File: src/design/dual_mode_slot_buffer_assert.svh
// Assertion macros shared by the slot buffer controller and datapath.
// Expects clk and arst_n in scope at the point of use.
`ifndef DUAL_MODE_SLOT_BUFFER_ASSERT_SVH
`define DUAL_MODE_SLOT_BUFFER_ASSERT_SVH

// Consequent must hold in the same cycle as the antecedent.
`define DMSB_ASSERT_NOW(lbl, ante, cons, msg) \
	lbl: assert property (@(posedge clk) disable iff (!arst_n) (ante) |-> (cons)) \
		else $error(msg);

// Consequent must hold in the cycle after the antecedent.
`define DMSB_ASSERT_NEXT(lbl, ante, cons, msg) \
	lbl: assert property (@(posedge clk) disable iff (!arst_n) (ante) |=> (cons)) \
		else $error(msg);

`endif

File: src/design/dmsb_pkg.sv
// Shared types and codes for the dual-mode slot buffer.
// No dependencies; used by the channel interfaces and all modules.
package dmsb_pkg;

	localparam int FIELD_BITS    = 64;
	localparam int STATUS_BITS   = 2;
	localparam int CFG_DATA_BITS = 5;
	localparam logic [CFG_DATA_BITS-1:0] DEPTH_RESET = 5'd16;

	typedef enum logic [STATUS_BITS-1:0] {
		ST_DONE  = 2'd0,
		ST_FULL  = 2'd1,
		ST_EMPTY = 2'd2
	} status_t;

	typedef enum logic {
		OP_WRITE = 1'b0,
		OP_READ  = 1'b1
	} op_t;

	typedef enum logic {
		CFG_MODE  = 1'b0,
		CFG_DEPTH = 1'b1
	} cfg_idx_t;

	typedef enum logic [1:0] {
		S_CLEAR,
		S_IDLE,
		S_RESP
	} state_t;

	// controller -> datapath
	typedef struct packed {
		logic clear;
		logic accept;
	} dmsb_cmd_t;

	// datapath -> controller
	typedef struct packed {
		logic clear_done;
	} dmsb_sts_t;

endpackage

File: src/design/dmsb_in_if.sv
// Request channel: operation and write word with valid/ready.
// Depends on dmsb_pkg.
interface dmsb_in_if;
	import dmsb_pkg::*;

	logic                  valid;
	logic                  ready;
	logic                  operation;
	logic [FIELD_BITS-1:0] write_data;

	modport source (output valid, operation, write_data, input ready);
	modport sink   (input valid, operation, write_data, output ready);
endinterface

File: src/design/dmsb_out_if.sv
// Response channel: read word and status with valid/ready.
// Depends on dmsb_pkg.
interface dmsb_out_if;
	import dmsb_pkg::*;

	logic                   valid;
	logic                   ready;
	logic [FIELD_BITS-1:0]  read_data;
	logic [STATUS_BITS-1:0] status;

	modport source (output valid, read_data, status, input ready);
	modport sink   (input valid, read_data, status, output ready);
endinterface

File: src/design/dual_mode_slot_buffer.sv
// Top level of the dual-mode slot buffer: ring FIFO or four-slot buffer.
// Depends on dmsb_pkg, dmsb_in_if, dmsb_out_if, dmsb_ctrl and dmsb_dp.
//
//   channel  | dir | payload                       | transfer when
//   ---------+-----+-------------------------------+-------------------
//   req      | in  | operation, write_data         | req.valid & req.ready
//   rsp      | out | read_data, status             | rsp.valid & rsp.ready
//   cfg      | in  | cfg_index, cfg_wdata          | cfg_we
//
// Each request gives one response on the next cycle; reads come from the
// single registered read port of the entry memory, which sets that latency.
// With rsp.ready held high a request can transfer every cycle.
// After reset a clearing sweep zeroes every memory entry, one entry a cycle;
// req.ready stays low meanwhile (config writes still land).
// A stalled response holds its payload and blocks the next request.
module dual_mode_slot_buffer #(
	parameter int DEPTH     = 16,
	parameter int WORD_BITS = 64
) (
	input  logic                               clk,
	input  logic                               arst_n,
	dmsb_in_if.sink                            req,
	dmsb_out_if.source                         rsp,
	input  logic                               cfg_we,
	input  dmsb_pkg::cfg_idx_t                 cfg_index,
	input  logic [dmsb_pkg::CFG_DATA_BITS-1:0] cfg_wdata
);
	import dmsb_pkg::*;

	dmsb_cmd_t cmd;
	dmsb_sts_t sts;
	logic      req_ready;
	logic      rsp_valid;

	// FSM owns the handshakes; datapath only sees accept/clear commands
	dmsb_ctrl u_ctrl (
		.clk       (clk),
		.arst_n    (arst_n),
		.req_valid (req.valid),
		.req_ready (req_ready),
		.rsp_valid (rsp_valid),
		.rsp_ready (rsp.ready),
		.cmd       (cmd),
		.sts       (sts)
	);

	dmsb_dp #(
		.DEPTH     (DEPTH),
		.WORD_BITS (WORD_BITS)
	) u_dp (
		.clk        (clk),
		.arst_n     (arst_n),
		.cfg_we     (cfg_we),
		.cfg_index  (cfg_index),
		.cfg_wdata  (cfg_wdata),
		.operation  (req.operation),
		.write_data (req.write_data),
		.cmd        (cmd),
		.sts        (sts),
		.read_data  (rsp.read_data),
		.status     (rsp.status)
	);

	assign req.ready = req_ready;
	assign rsp.valid = rsp_valid;

endmodule

File: src/design/dmsb_ctrl.sv
// Controller FSM: clearing sweep, request acceptance, response handshake.
// Depends on dmsb_pkg and dual_mode_slot_buffer_assert.svh.
`include "dual_mode_slot_buffer_assert.svh"

module dmsb_ctrl (
	input  logic               clk,
	input  logic               arst_n,
	input  logic               req_valid,
	output logic               req_ready,
	output logic               rsp_valid,
	input  logic               rsp_ready,
	output dmsb_pkg::dmsb_cmd_t cmd,
	input  dmsb_pkg::dmsb_sts_t sts
);
	import dmsb_pkg::*;

	state_t state_q;
	state_t state_d;

	always_ff @(posedge clk or negedge arst_n) begin
		if (!arst_n) begin
			state_q <= S_CLEAR;
		end else begin
			state_q <= state_d;
		end
	end

	always_comb begin
		state_d   = state_q;
		req_ready = 1'b0;
		rsp_valid = 1'b0;
		cmd       = '0;
		case (state_q)
			S_CLEAR: begin
				cmd.clear = 1'b1;
				if (sts.clear_done) begin
					state_d = S_IDLE;
				end
			end
			S_IDLE: begin
				req_ready = 1'b1;
				if (req_valid) begin
					state_d = S_RESP;
				end
			end
			S_RESP: begin
				rsp_valid = 1'b1;
				// next request may enter on the cycle the response leaves
				req_ready = rsp_ready;
				if (rsp_ready && !req_valid) begin
					state_d = S_IDLE;
				end
			end
			default: begin
				state_d = S_CLEAR;
			end
		endcase
		cmd.accept = req_ready & req_valid;
	end

	`DMSB_ASSERT_NEXT(a_accept_gives_result, cmd.accept, rsp_valid, "accepted request left no response")
	`DMSB_ASSERT_NOW(a_no_accept_in_clear, cmd.clear, !cmd.accept, "request taken during clear sweep")
	`DMSB_ASSERT_NEXT(a_clear_ends, (state_q == S_CLEAR) && sts.clear_done, state_q == S_IDLE, "clear sweep did not end")

endmodule

File: src/design/dmsb_dp.sv
// Datapath: config registers, ring pointers, four-slot bits, entry memory.
// Depends on dmsb_pkg and dual_mode_slot_buffer_assert.svh.
`include "dual_mode_slot_buffer_assert.svh"

module dmsb_dp #(
	parameter int DEPTH     = 16,
	parameter int WORD_BITS = 64
) (
	input  logic                                   clk,
	input  logic                                   arst_n,
	input  logic                                   cfg_we,
	input  dmsb_pkg::cfg_idx_t                     cfg_index,
	input  logic [dmsb_pkg::CFG_DATA_BITS-1:0]     cfg_wdata,
	input  logic                                   operation,
	input  logic [dmsb_pkg::FIELD_BITS-1:0]        write_data,
	input  dmsb_pkg::dmsb_cmd_t                    cmd,
	output dmsb_pkg::dmsb_sts_t                    sts,
	output logic [dmsb_pkg::FIELD_BITS-1:0]        read_data,
	output logic [dmsb_pkg::STATUS_BITS-1:0]       status
);
	import dmsb_pkg::*;

	localparam int AW = $clog2(DEPTH);
	localparam int CW = $clog2(DEPTH + 1);
	localparam int DW = (CW > CFG_DATA_BITS) ? CW : CFG_DATA_BITS;

	// config
	logic                     mode_q;
	logic [CFG_DATA_BITS-1:0] depth_q;

	// ring state
	logic [AW-1:0] wp_q, rp_q;
	logic [CW-1:0] fill_q;

	// four-slot state
	logic       latest_q;
	logic       reading_q;
	logic [1:0] newest_q;

	logic [AW-1:0] clr_ptr_q;

	// memory and response payload
	logic [WORD_BITS-1:0] mem [DEPTH];
	logic [WORD_BITS-1:0] mem_rd_q;
	status_t              status_q;
	logic                 rd_ok_q;

	logic [DW-1:0]        depth_ext;
	logic [CW-1:0]        d_eff;
	logic [CW-1:0]        wp_inc, rp_inc;
	logic [AW-1:0]        wp_next, rp_next;
	logic                 full, empty, is_read;
	logic                 w_pair, w_slot, r_pair, r_slot;
	logic                 mem_we, mem_re;
	logic [AW-1:0]        mem_waddr, mem_raddr;
	logic [WORD_BITS-1:0] mem_wdata;
	status_t              status_d;
	logic                 rd_ok_d;

	always_comb begin
		depth_ext = DW'(depth_q);
		if (depth_ext == '0) begin
			d_eff = CW'(1);
		end else if (depth_ext > DW'(DEPTH)) begin
			d_eff = CW'(DEPTH);
		end else begin
			d_eff = CW'(depth_ext);
		end
	end

	assign wp_inc  = CW'(wp_q) + CW'(1);
	assign rp_inc  = CW'(rp_q) + CW'(1);
	assign wp_next = (wp_inc >= d_eff) ? '0 : wp_inc[AW-1:0];
	assign rp_next = (rp_inc >= d_eff) ? '0 : rp_inc[AW-1:0];
	assign full    = (fill_q >= d_eff);
	assign empty   = (fill_q == '0);
	assign is_read = (operation == OP_READ);

	// writer takes the pair not being read, the slot not written last
	assign w_pair = ~reading_q;
	assign w_slot = ~newest_q[w_pair];
	assign r_pair = latest_q;
	assign r_slot = newest_q[r_pair];

	always_comb begin
		mem_we    = 1'b0;
		mem_re    = 1'b0;
		mem_waddr = clr_ptr_q;
		mem_raddr = rp_q;
		mem_wdata = cmd.clear ? '0 : write_data[WORD_BITS-1:0];
		status_d  = ST_DONE;
		rd_ok_d   = 1'b0;
		if (cmd.clear) begin
			mem_we = 1'b1;
		end else if (cmd.accept) begin
			if (mode_q) begin
				if (!is_read) begin
					mem_we    = 1'b1;
					mem_waddr = AW'({w_pair, w_slot});
				end else begin
					mem_re    = 1'b1;
					mem_raddr = AW'({r_pair, r_slot});
					rd_ok_d   = 1'b1;
				end
			end else if (!is_read) begin
				if (full) begin
					status_d = ST_FULL;
				end else begin
					mem_we    = 1'b1;
					mem_waddr = wp_q;
				end
			end else begin
				if (empty) begin
					status_d = ST_EMPTY;
				end else begin
					mem_re  = 1'b1;
					rd_ok_d = 1'b1;
				end
			end
		end
	end

	always_ff @(posedge clk or negedge arst_n) begin
		if (!arst_n) begin
			mode_q    <= 1'b0;
			depth_q   <= DEPTH_RESET;
			wp_q      <= '0;
			rp_q      <= '0;
			fill_q    <= '0;
			latest_q  <= 1'b0;
			reading_q <= 1'b0;
			newest_q  <= '0;
			clr_ptr_q <= '0;
			status_q  <= ST_DONE;
			rd_ok_q   <= 1'b0;
		end else begin
			if (cfg_we) begin
				case (cfg_index)
					CFG_MODE:  mode_q  <= cfg_wdata[0];
					CFG_DEPTH: depth_q <= cfg_wdata;
					default: ;
				endcase
			end
			if (cmd.clear && !sts.clear_done) begin
				clr_ptr_q <= clr_ptr_q + AW'(1);
			end
			if (cmd.accept) begin
				status_q <= status_d;
				rd_ok_q  <= rd_ok_d;
				if (mode_q) begin
					if (!is_read) begin
						newest_q[w_pair] <= w_slot;
						latest_q         <= w_pair;
					end else begin
						reading_q <= r_pair;
					end
				end else if (!is_read && !full) begin
					wp_q   <= wp_next;
					fill_q <= fill_q + CW'(1);
				end else if (is_read && !empty) begin
					rp_q   <= rp_next;
					fill_q <= fill_q - CW'(1);
				end
			end
		end
	end

	always_ff @(posedge clk) begin
		if (mem_we) begin
			mem[mem_waddr] <= mem_wdata;
		end
		if (mem_re) begin
			mem_rd_q <= mem[mem_raddr];
		end
	end

	assign sts.clear_done = (clr_ptr_q == AW'(DEPTH - 1));
	assign read_data      = rd_ok_q ? FIELD_BITS'(mem_rd_q) : '0;
	assign status         = status_q;

	`DMSB_ASSERT_NOW(a_fill_bounded, 1'b1, fill_q <= CW'(DEPTH), "fill count above depth")
	`DMSB_ASSERT_NEXT(a_refused_write_holds, cmd.accept && !mode_q && !is_read && full, $stable(wp_q) && $stable(fill_q), "refused write moved ring state")
	`DMSB_ASSERT_NOW(a_read_data_only_done, rd_ok_q, status_q == ST_DONE, "read data shown with refusal status")

endmodule

File: src/flat_wrapper.sv
// flat-port wrapper written by rule: the top's interface ports become plain ports
module dual_mode_slot_buffer_flat import dmsb_pkg::*;
#(
	parameter int DEPTH     = 16,
	parameter int WORD_BITS = 64
)
  (clk, arst_n, cfg_we, cfg_index, cfg_wdata, req_valid, req_operation, req_write_data, req_ready, rsp_valid, rsp_read_data, rsp_status, rsp_ready);
  dmsb_in_if req_i ();
  dmsb_out_if rsp_i ();
  input  logic clk;
  input  logic arst_n;
  input  logic cfg_we;
  input  dmsb_pkg::cfg_idx_t cfg_index;
  input  logic [dmsb_pkg::CFG_DATA_BITS-1:0] cfg_wdata;
  input wire logic [$bits(req_i.valid)-1:0] req_valid;
  input wire logic [$bits(req_i.operation)-1:0] req_operation;
  input wire logic [$bits(req_i.write_data)-1:0] req_write_data;
  output wire logic [$bits(req_i.ready)-1:0] req_ready;
  output wire logic [$bits(rsp_i.valid)-1:0] rsp_valid;
  output wire logic [$bits(rsp_i.read_data)-1:0] rsp_read_data;
  output wire logic [$bits(rsp_i.status)-1:0] rsp_status;
  input wire logic [$bits(rsp_i.ready)-1:0] rsp_ready;
  assign req_i.valid = req_valid;
  assign req_i.operation = req_operation;
  assign req_i.write_data = req_write_data;
  assign req_ready = req_i.ready;
  assign rsp_valid = rsp_i.valid;
  assign rsp_read_data = rsp_i.read_data;
  assign rsp_status = rsp_i.status;
  assign rsp_i.ready = rsp_ready;
  dual_mode_slot_buffer #(.DEPTH(DEPTH), .WORD_BITS(WORD_BITS)) u_core (.clk(clk), .arst_n(arst_n), .req(req_i), .rsp(rsp_i), .cfg_we(cfg_we), .cfg_index(cfg_index), .cfg_wdata(cfg_wdata));
endmodule
File: config.mk
export PLATFORM = sky130hd
export DESIGN_NAME = dual_mode_slot_buffer_flat
export DESIGN_NICKNAME = d
export VERILOG_FILES = /design/src/design/dmsb_pkg.sv /design/src/design/dmsb_in_if.sv /design/src/design/dmsb_out_if.sv /design/src/design/dual_mode_slot_buffer.sv /design/src/design/dmsb_ctrl.sv /design/src/design/dmsb_dp.sv /design/src/flat_wrapper.sv
export VERILOG_INCLUDE_DIRS = /design/src /design/src/design
export SDC_FILE = /design/constraint.sdc
export NUM_CORES = 1
export LEC_CHECK = 0
export ABC_AREA = 0
export BUFFER_PORTS_ARGS = -buffer_cell sky130_fd_sc_hd__buf_2
export CAP_MARGIN = 10
export CORE_MARGIN = 4
export CORE_UTILIZATION = 45
export DETAILED_ROUTE_END_ITERATION = 10
export HOLD_SLACK_MARGIN = 0.1
export PLACE_DENSITY = 0.61
export SLEW_MARGIN = 20
export SYNTH_ARGS = -nofsm -noshare
export SYNTH_HDL_FRONTEND = slang
export SYNTH_SLANG_ARGS = --single-unit
File: constraint.sdc
create_clock -name clk -period 16.05 [get_ports clk]
set_clock_uncertainty 0.2 [all_clocks]
set_input_delay 3.21 -clock clk [delete_from_list [all_inputs] [get_ports clk]]
set_output_delay 3.21 -clock clk [all_outputs]
set_load 0.01 [all_outputs]
**Yosys cells after proc, flatten, opt, wreduce, memory -nomap -nowiden**

Memories as Yosys holds them, arrays and structs flattened. A register that Yosys moved wholly into a read port is not among the register bits.
Index checks and enable logic that the tools add are counted.

- Bits in registers: 32
- RAM bits: 1024
- Input bits: 76
- Output and inout port bits: 68
- Word-level logic and storage cells: 112
- Memories: 1

- $add $sub $neg: 5
- Order comparisons: 7
- Equal/unequal tests: 6
- Muxes and demuxes: 52
- Bitwise operators: 7
- Reductions and logical operators: 22

Memories:

| name | words | width | read ports | clocked after Yosys merged registers in | wr ports | RTL line | text |
|---|---|---|---|---|---|---|---|
| u_core.u_dp.mem | 16 | 64 | 1 | 1 | 1 | dmsb_dp.sv:43 | `logic [WORD_BITS-1:0] mem [DEPTH];` |

Operators with widths:

| cell | count |
|---|---|
| $mux W64 | 2 |
| $mux W4 | 12 |
| $mux W1 | 23 |
| $mux W5 | 4 |
| $ge A5 B5 Y1 | 3 |
| $reduce_and A3 Y1 | 5 |
| $mux W2 | 7 |
| $add A4 B1 Y5 const B | 2 |
| $logic_not A5 Y1 | 2 |
| $ne A2 B2 Y1 const B | 3 |
| $not A1 Y1 | 6 |
| $pmux W2 S3 | 1 |
| $add A5 B1 Y5 const B | 1 |
| $gt A5 B5 Y1 const B | 1 |
| $logic_and A1 B1 Y1 | 5 |
| $logic_not A1 Y1 | 5 |
| $sub A5 B1 Y5 const B | 1 |
| $add A4 B1 Y4 const B | 1 |
| $eq A4 B4 Y1 const B | 1 |
| $lt A1 B2 Y1 const B | 2 |
| $reduce_and A2 Y1 | 2 |
| $reduce_and A4 Y1 | 1 |
| $bwmux W2 | 1 |
| $eq A2 B1 Y1 const B | 1 |
| 7 further kinds | 7 |

**Longest topological paths before layout**

Gate-level depths: netlist of the first run.

- Depth in word-level cells: 11
- Depth in mapped cells: 16

**Modules after synthesis**

A second synthesis of the first run with hierarchy kept.

- Cell total of the unflattened synthesis: 2550
- Area, all modules: 44164.9 um2

Modules (own cells, without submodules):

| module | times used | cells each | area each (um2) | seq. area each (um2) |
|---|---|---|---|---|
| dmsb_dp | 1 | 2531 | 43973.4 | 33423.3 |
| dmsb_ctrl | 1 | 19 | 191.4 | 50.0 |

**Worst setup path before layout of the first run**

No wires, ideal clock.

- Kind: input port to flip-flop
- Start point: input rsp_ready
- End point: memory u_core.u_dp.mem[4][0], enable pin
- Library setup time: 666 ps
- Arrival: 11233 ps
- Slack: 3951 ps
- Stages: 9
- Buffers on the path: 3
- Cell sequence: a21o_1 > buf_6 > and4_4 > buf_6 > mux2_1 > a41o_1 > a31oi_2 > buf_4 > nor4b_1

- Cells in the longest elaborated chain, start to end: 6
- Elaborated cells on any way between the ends: 8

RTL lines:

| element | RTL line | text |
|---|---|---|
| start: declaration | flat_wrapper.sv:22 | `input wire logic [$bits(rsp_i.ready)-1:0] rsp_ready;` |
| $pmux W1 S2 * | dmsb_ctrl.sv:33 | `case (state_q)` |
| $and A1 B1 Y1 * | dmsb_ctrl.sv:58 | `cmd.accept = req_ready & req_valid;` |
| $mux W1 | dmsb_dp.sv:95 | `end else if (cmd.accept) begin` |
| $mux W1 | dmsb_dp.sv:93 | `if (cmd.clear) begin` |
| $mux W1 | dmsb_dp.sv:169 | `if (mem_we) begin` |
| $mux W1 (implied by the code) | dmsb_dp.sv:170 | `mem[mem_waddr] <= mem_wdata;` |
| end: declaration | dmsb_dp.sv:43 |  |

Mark *: on every way between the ends. The rest lies on a longest branch, timed or not.

**Final worst setup path of the first run**

- Start point: input rsp_ready
- End point: output req_ready

- Cells in the longest elaborated chain, start to end: 1

RTL lines:

| element | RTL line | text |
|---|---|---|
| $pmux W1 S2 | dmsb_ctrl.sv:33 |  |
| end: declaration | flat_wrapper.sv:18 | `output wire logic [$bits(req_i.ready)-1:0] req_ready;` |

No other way between the ends.

==> reports/metrics.yaml, run 1 <==
global_routing:
  track_usage: 0.215
  gr-total-overflow: 0
  grt_max_degree: 147
  antenna_found_initial: 3
  grt_pass1_vias: 25200
  grt_pass1_wl_mm: 165
yosys:
  ys_async_sr_fraction: 0.0286
  synth_edf_count: 1088
  synth_top_area_cell: "edfxtp_1"
  synth_fp_nets: 2822
  yosysUniqueCellTypes: 68
  synth_common_cells: "1088 x edfxtp_1, 316 x nand2_1, 134 x mux2i_1"
  netlist_instances: 2720
  synth_top_cell_area_share: 0.741
  netlist_top_cells_area: "edfxtp_1 74%, mux2i_1 3.0%, nand2_1 2.7%"
  avgSynthCellArea_sq_um: 16.2
  synth_seq_area_share: 0.759
  netlist_area_sq_um: 44100
  synthFlopType: "edfxtp_1"
  ys_ff_latch: 1120
  synthMostInstantiatedCell: "edfxtp_1"
  yosysWarnings: 0
min_path:
  worstHoldPathType: "flip-flop to flip-flop"
timing:
  fmax_mhz: 136
  slew_violations: 0
  relSlewSlack: 0.255
  rsz0062_at_grt: "false"
  period_share: 0.459
  final_hold_viol_count: 0
  whs_ps: 297
  setup_viol: 0
  tns_ps: 0
  worst_pin_slew_ps: 1120
  period_minus_slack_ps: 7370
clock_tree:
  cts_root_buf: "clkbuf_16"
  cts_resized: 0
  insertion_delay_ps: 680
  cts_hold_buf: 0
  cts_inserted_buffers: 111
  clockBufferDepth: 3
  clk_pin_slew_worst_paths_ps: 60
  htree_levels: 3
  cts_setup_buffers: 0
  clock_sinks: 1120
  tritoncts: "yes"
finish:
  num_antenna_cells: 0
  seq_area_sq_um: 33500
  fillCellCount: 7977
  final_nets: 2982
  final_cells: 4250
  area_growth_pct: 12.8
  fin_util: 0.513
  drive_above_1_share: 0.167
  multi_input_comb_area_sq_um: 9950
power_and_ir_drop:
  power_density_nw_per_um2: 182
  p_leak_nw: 16.9
  ir_drop_mv: 0.136
critical_path:
  critPathMaxFanout: 11
  crit_path_end_kind: "output pin"
  max_stage_delay_ps: 300
  crit_top_cell: "buf_2"
  required_ps: 12640
  worstPathArrival_ps: 3960
  crit_chain: "buf_2 > a21o_1 > and2_1 > buf_2"
  criticalPathCategory: "input pin to output pin"
  slowest_stage: "a21o_1"
  critPathLaunchType: "input pin"
placed_design:
  port_buffers: 143
  place_congestion: 0.765
  hpwl_mm: 56.6
  placed_cells: 4042
route:
  drt_first_iter_violations: 2393
  drtAntennaViolNets: 0
  num_vias: 24700
  viasPerCell: 5.82
  drc: 0
  dr.pass1.iters: 7
  drt-wirelength-per-cell_um: 26.3
  routed_wirelength_mm: 112
floorplan:
  die_x_um: 321
  ioPinCount: 144
  dieArea_sq_um: 103000
  fp-row-count: 114
  initial_core_util: 0.454
  die_y_um: 321
  coreArea_sq_um: 97000
run:
  cap_violations: 0
status:
  status: "finished, final reports clean"
-- power breakdown --
group          total (W)  leakage (nW)  switching [W]  internal (W)
logic            0.00241          4.84        0.00170      0.000714
clock network    0.00245          1.69        0.00106       0.00139
registers        0.00419          10.3       0.000163       0.00403
total            0.00906          16.9        0.00292       0.00613
-- placed cells by master (no fill, tap or decap), drive strengths merged, types with 28 or more instances in the layout --
master  Yosys  routed
nor2b     109     109
mux2       76      76
clkbuf     93     141
edfxtp   1088    1088
dfrtp      31      31
a31oi      28      28
mux2i     134     134
and4       43      43
a32oi      85      85
o21ai      50      50
nor2       98      98
o22ai     106     106
nand2     316     316
nand3      51      51
clkinv      0      55
a211oi     82      82
and2       69      69
buf        66     206
-- stage by stage --
step / power [W] / area, sq um / worst slack, ps
6_report: 0.00906 / 49700 / 8680
5_1_grt: 0.00948 / 49700 / 8640
4_1_cts: 0.00912 / 49700 / 8680
3_5_place_dp: 0.00666 / 46300 / 8570
3_3_place_gp: 0.00657 / 46300 / 8570
2_1_floorplan: 0.00582 / 44100 / 3950
-- worst paths after layout --
check                      cells after the start                       end  slack, ps                startpoint
min in group asynchronous                      1  u_core.u_dp.depth_ext[1]       2420                    arst_n
hold / removal                                 1   u_core.u_dp.newest_q[1]        300   u_core.u_dp.newest_q[1]
setup / recovery                               4                 req_ready       8680                 rsp_ready
setup reg to reg                              12   u_core.u_dp.mem[12][30]      10980  u_core.u_dp.depth_ext[1]
max in group asynchronous                      1       u_core.u_dp.rp_q[1]      12680                    arst_n
hold reg to reg                                1   u_core.u_dp.newest_q[1]        300   u_core.u_dp.newest_q[1]
-- critical path, delay by kind of cell --
family                 cells  cell delay, ps
AOI/OAI and AO/OA          1             300
buffers and inverters      2             240
and+or+nand+nor            1             210
-- flip-flops by register name, summed over array words and instances (netlist names), 2 cells and up --
signal                 cells
u_core.u_dp.mem         1024
u_core.u_dp.mem_rd_q      64
u_core.u_dp.depth_ext      5
u_core.u_dp.fill_q         5
u_core.u_dp.clr_ptr_q      4
u_core.u_dp.rp_q           4
u_core.u_dp.wp_q           4
u_core.u_ctrl.state_q      2
u_core.u_dp.newest_q       2
u_core.u_dp.status         2
-- area by class of cell --
cell class | instances | area share
clock buffer | 141 | 0.0585
tap | 1276 | 0.0321
inverter | 19 | 0.00143
sequential | 1120 | 0.673
timing repair buffer | 206 | 0.0242
multi-input combinational | 1422 | 0.200
clock inverter | 66 | 0.0105
-- routing by layer --
metal | vias to the layer above | track usage | routed length [um]
met3 | 157 | 0.0277 | 6620
met1 | 12800 | 0.291 | 46800
li1 | 10900 | - | -
met5 | - | 0 | 0
met2 | 876 | 0.372 | 56300
met4 | 0 | 0.0527 | 2190
-- logic make-up after synthesis --
kind of cell,share of synthesized area
adders and majority gates,0.00755
and+or+nand+nor,0.0856
muxes,0.0611
xor gates and xnor gates,0.00238
buffers and inverters,0.0188
DFF,0.759
AOI/OAI and AO/OA,0.0651
(Power assumes the default switching activity.)
==> inputs of run 2 (changes only) <==
PLACE_DENSITY = 0.63   (was 0.61)
clock period = 6.6 ns   (was 16.05 ns; I/O delays follow)
==> reports/metrics.yaml, run 2 (synthesis results as in run 1) <==
status:
  status: "finished, final reports clean"
finish:
  layout_common_cells: "1088 x edfxtp_1, 315 x nand2_1, 143 x buf_2"
  top_register: "u_core.u_dp.mem"
  layout_commonest_cell: "edfxtp_1"
  num_antenna_cells: 0
  drive_above_1_share: 0.176
  final_cells: 4249
  final_nets: 2980
  seq_area_sq_um: 33500
  reg_top3: "u_core.u_dp.mem: 1024 flops, u_core.u_dp.mem_rd_q: 64 flops"
  fin_util: 0.519
  largest_reg_flops: 1024
  multi_input_comb_area_sq_um: 10100
  area_growth_pct: 14.3
  fillCellCount: 7814
placed_design:
  placed_cells: 4039
  hpwl_mm: 55.2
  port_buffers: 143
  place_congestion: 0.779
clock_tree:
  insertion_delay_ps: 690
  cts_hold_buf: 0
  tritoncts: "yes"
  cts_root_buf: "clkbuf_16"
  clock_sinks: 1120
  cts_resized: 0
  clockBufferDepth: 3
  cts_inserted_buffers: 112
  clk_pin_slew_worst_paths_ps: 60
  htree_levels: 3
  cts_setup_buffers: 0
floorplan:
  coreArea_sq_um: 97000
  dieArea_sq_um: 103000
  ioPinCount: 144
  initial_core_util: 0.454
  die_x_um: 321
  fp-row-count: 114
  die_y_um: 321
critical_path:
  timing.rr.end: "u_core.u_dp.mem[10][32]"
  crit_path_start: "u_core.u_dp.depth_ext[1]"
  crit_path_end_kind: "flip-flop"
  timing.rr.start: "u_core.u_dp.depth_ext[1]"
  criticalPathCategory: "flip-flop to flip-flop"
  worst-r2r-cell-count: 13
  crit_end: "u_core.u_dp.mem[10][32]"
  rrSetupSlack_ps: 1990
  worstPathArrival_ps: 4780
  required_ps: 6770
  critPathLaunchType: "flip-flop"
  critPathMaxFanout: 13
global_routing:
  grt_pass1_wl_mm: 155
  track_usage: 0.197
  antenna_found_initial: 3
  grt_max_degree: 107
  grt_pass1_vias: 25100
  gr-total-overflow: 0
timing:
  period_minus_slack_ps: 4610
  fmax_mhz: 217
  worst_pin_slew_ps: 1180
  relSlewSlack: 0.209
  whs_ps: 310
  tns_ps: 0
  setup_viol: 0
  rsz0062_at_grt: "false"
  slew_violations: 0
  final_hold_viol_count: 0
  period_share: 0.699
route:
  drc: 0
  drt-wirelength-per-cell_um: 24.2
  viasPerCell: 5.70
  drtAntennaViolNets: 0
  drt_first_iter_violations: 2199
  routed_wirelength_mm: 103
  num_vias: 24200
  dr.pass1.iters: 6
min_path:
  worstHoldPathType: "flip-flop to flip-flop"
power_and_ir_drop:
  p_leak_nw: 17.1
  power_density_nw_per_um2: 447
  ir_drop_mv: 0.357
run:
  cap_violations: 0
-- run 2: metrics by stage --
step / total power [W] / worst slack [ps] / cell area, sq um
floorplan: 0.0141 / -1150 / 44200
global placement: 0.0160 / 1400 / 46600
detailed placement: 0.0163 / 1700 / 46600
CTS: 0.0227 / 1710 / 50300
global route: 0.0236 / 1740 / 50400
finish: 0.0225 / 1990 / 50400
-- run 2: power by group --
group          switching (W)  leakage [nW]  internal (W)
sequential          0.000386          10.3       0.00979
combinational        0.00406          4.94       0.00184
clock                0.00263          1.83       0.00383
total                0.00708          17.1        0.0155
-- run 2: cell type report --
cell class	count	share of cell area
flip-flops and latches	1120	0.664
multi-input cells	1422	0.201
clock buffers	135	0.0582
well taps	1276	0.0317
repair buffers	203	0.0267
clock inverters	74	0.0168
inverters	19	0.00142
-- run 2: how the worst min path moves through the flow --
stage	from	to	slack, ps	cells after the start
final	u_core.u_dp.fill_q[4]	u_core.u_dp.fill_q[4]	310	1
after global routing	u_core.u_dp.depth_ext[0]	u_core.u_dp.depth_ext[0]	330	1
after CTS	u_core.u_dp.depth_ext[0]	u_core.u_dp.depth_ext[0]	320	1
after global placement	u_core.u_dp.newest_q[0]	u_core.u_dp.newest_q[0]	280	1
after detailed placement	u_core.u_dp.depth_ext[0]	u_core.u_dp.depth_ext[0]	300	1
after floorplan	u_core.u_dp.newest_q[1]	u_core.u_dp.newest_q[1]	260	1
-- run 2: metal layers --
metal | vias to the layer above | global-route usage | share of wire
li1 | 10900 | - | -
met3 | 187 | 0.0281 | 0.051
met2 | 687 | 0.342 | 0.50
met1 | 12400 | 0.259 | 0.42
met5 | - | 0 | 0
met4 | 0 | 0.0605 | 0.029
-- run 2: worst max-delay path, stage by stage (launching register included) --
cell and delay (ps):
dfrtp_1 390, nor3_1 210, nor2_1 70, nor2_1 190
ha_1 270, nand2b_1 140, a21o_1 200, a311o_1 490
and2_4 230, a221oi_2 560, buf_4 300, nor4b_4 560
buf_6 250, buf_4 240
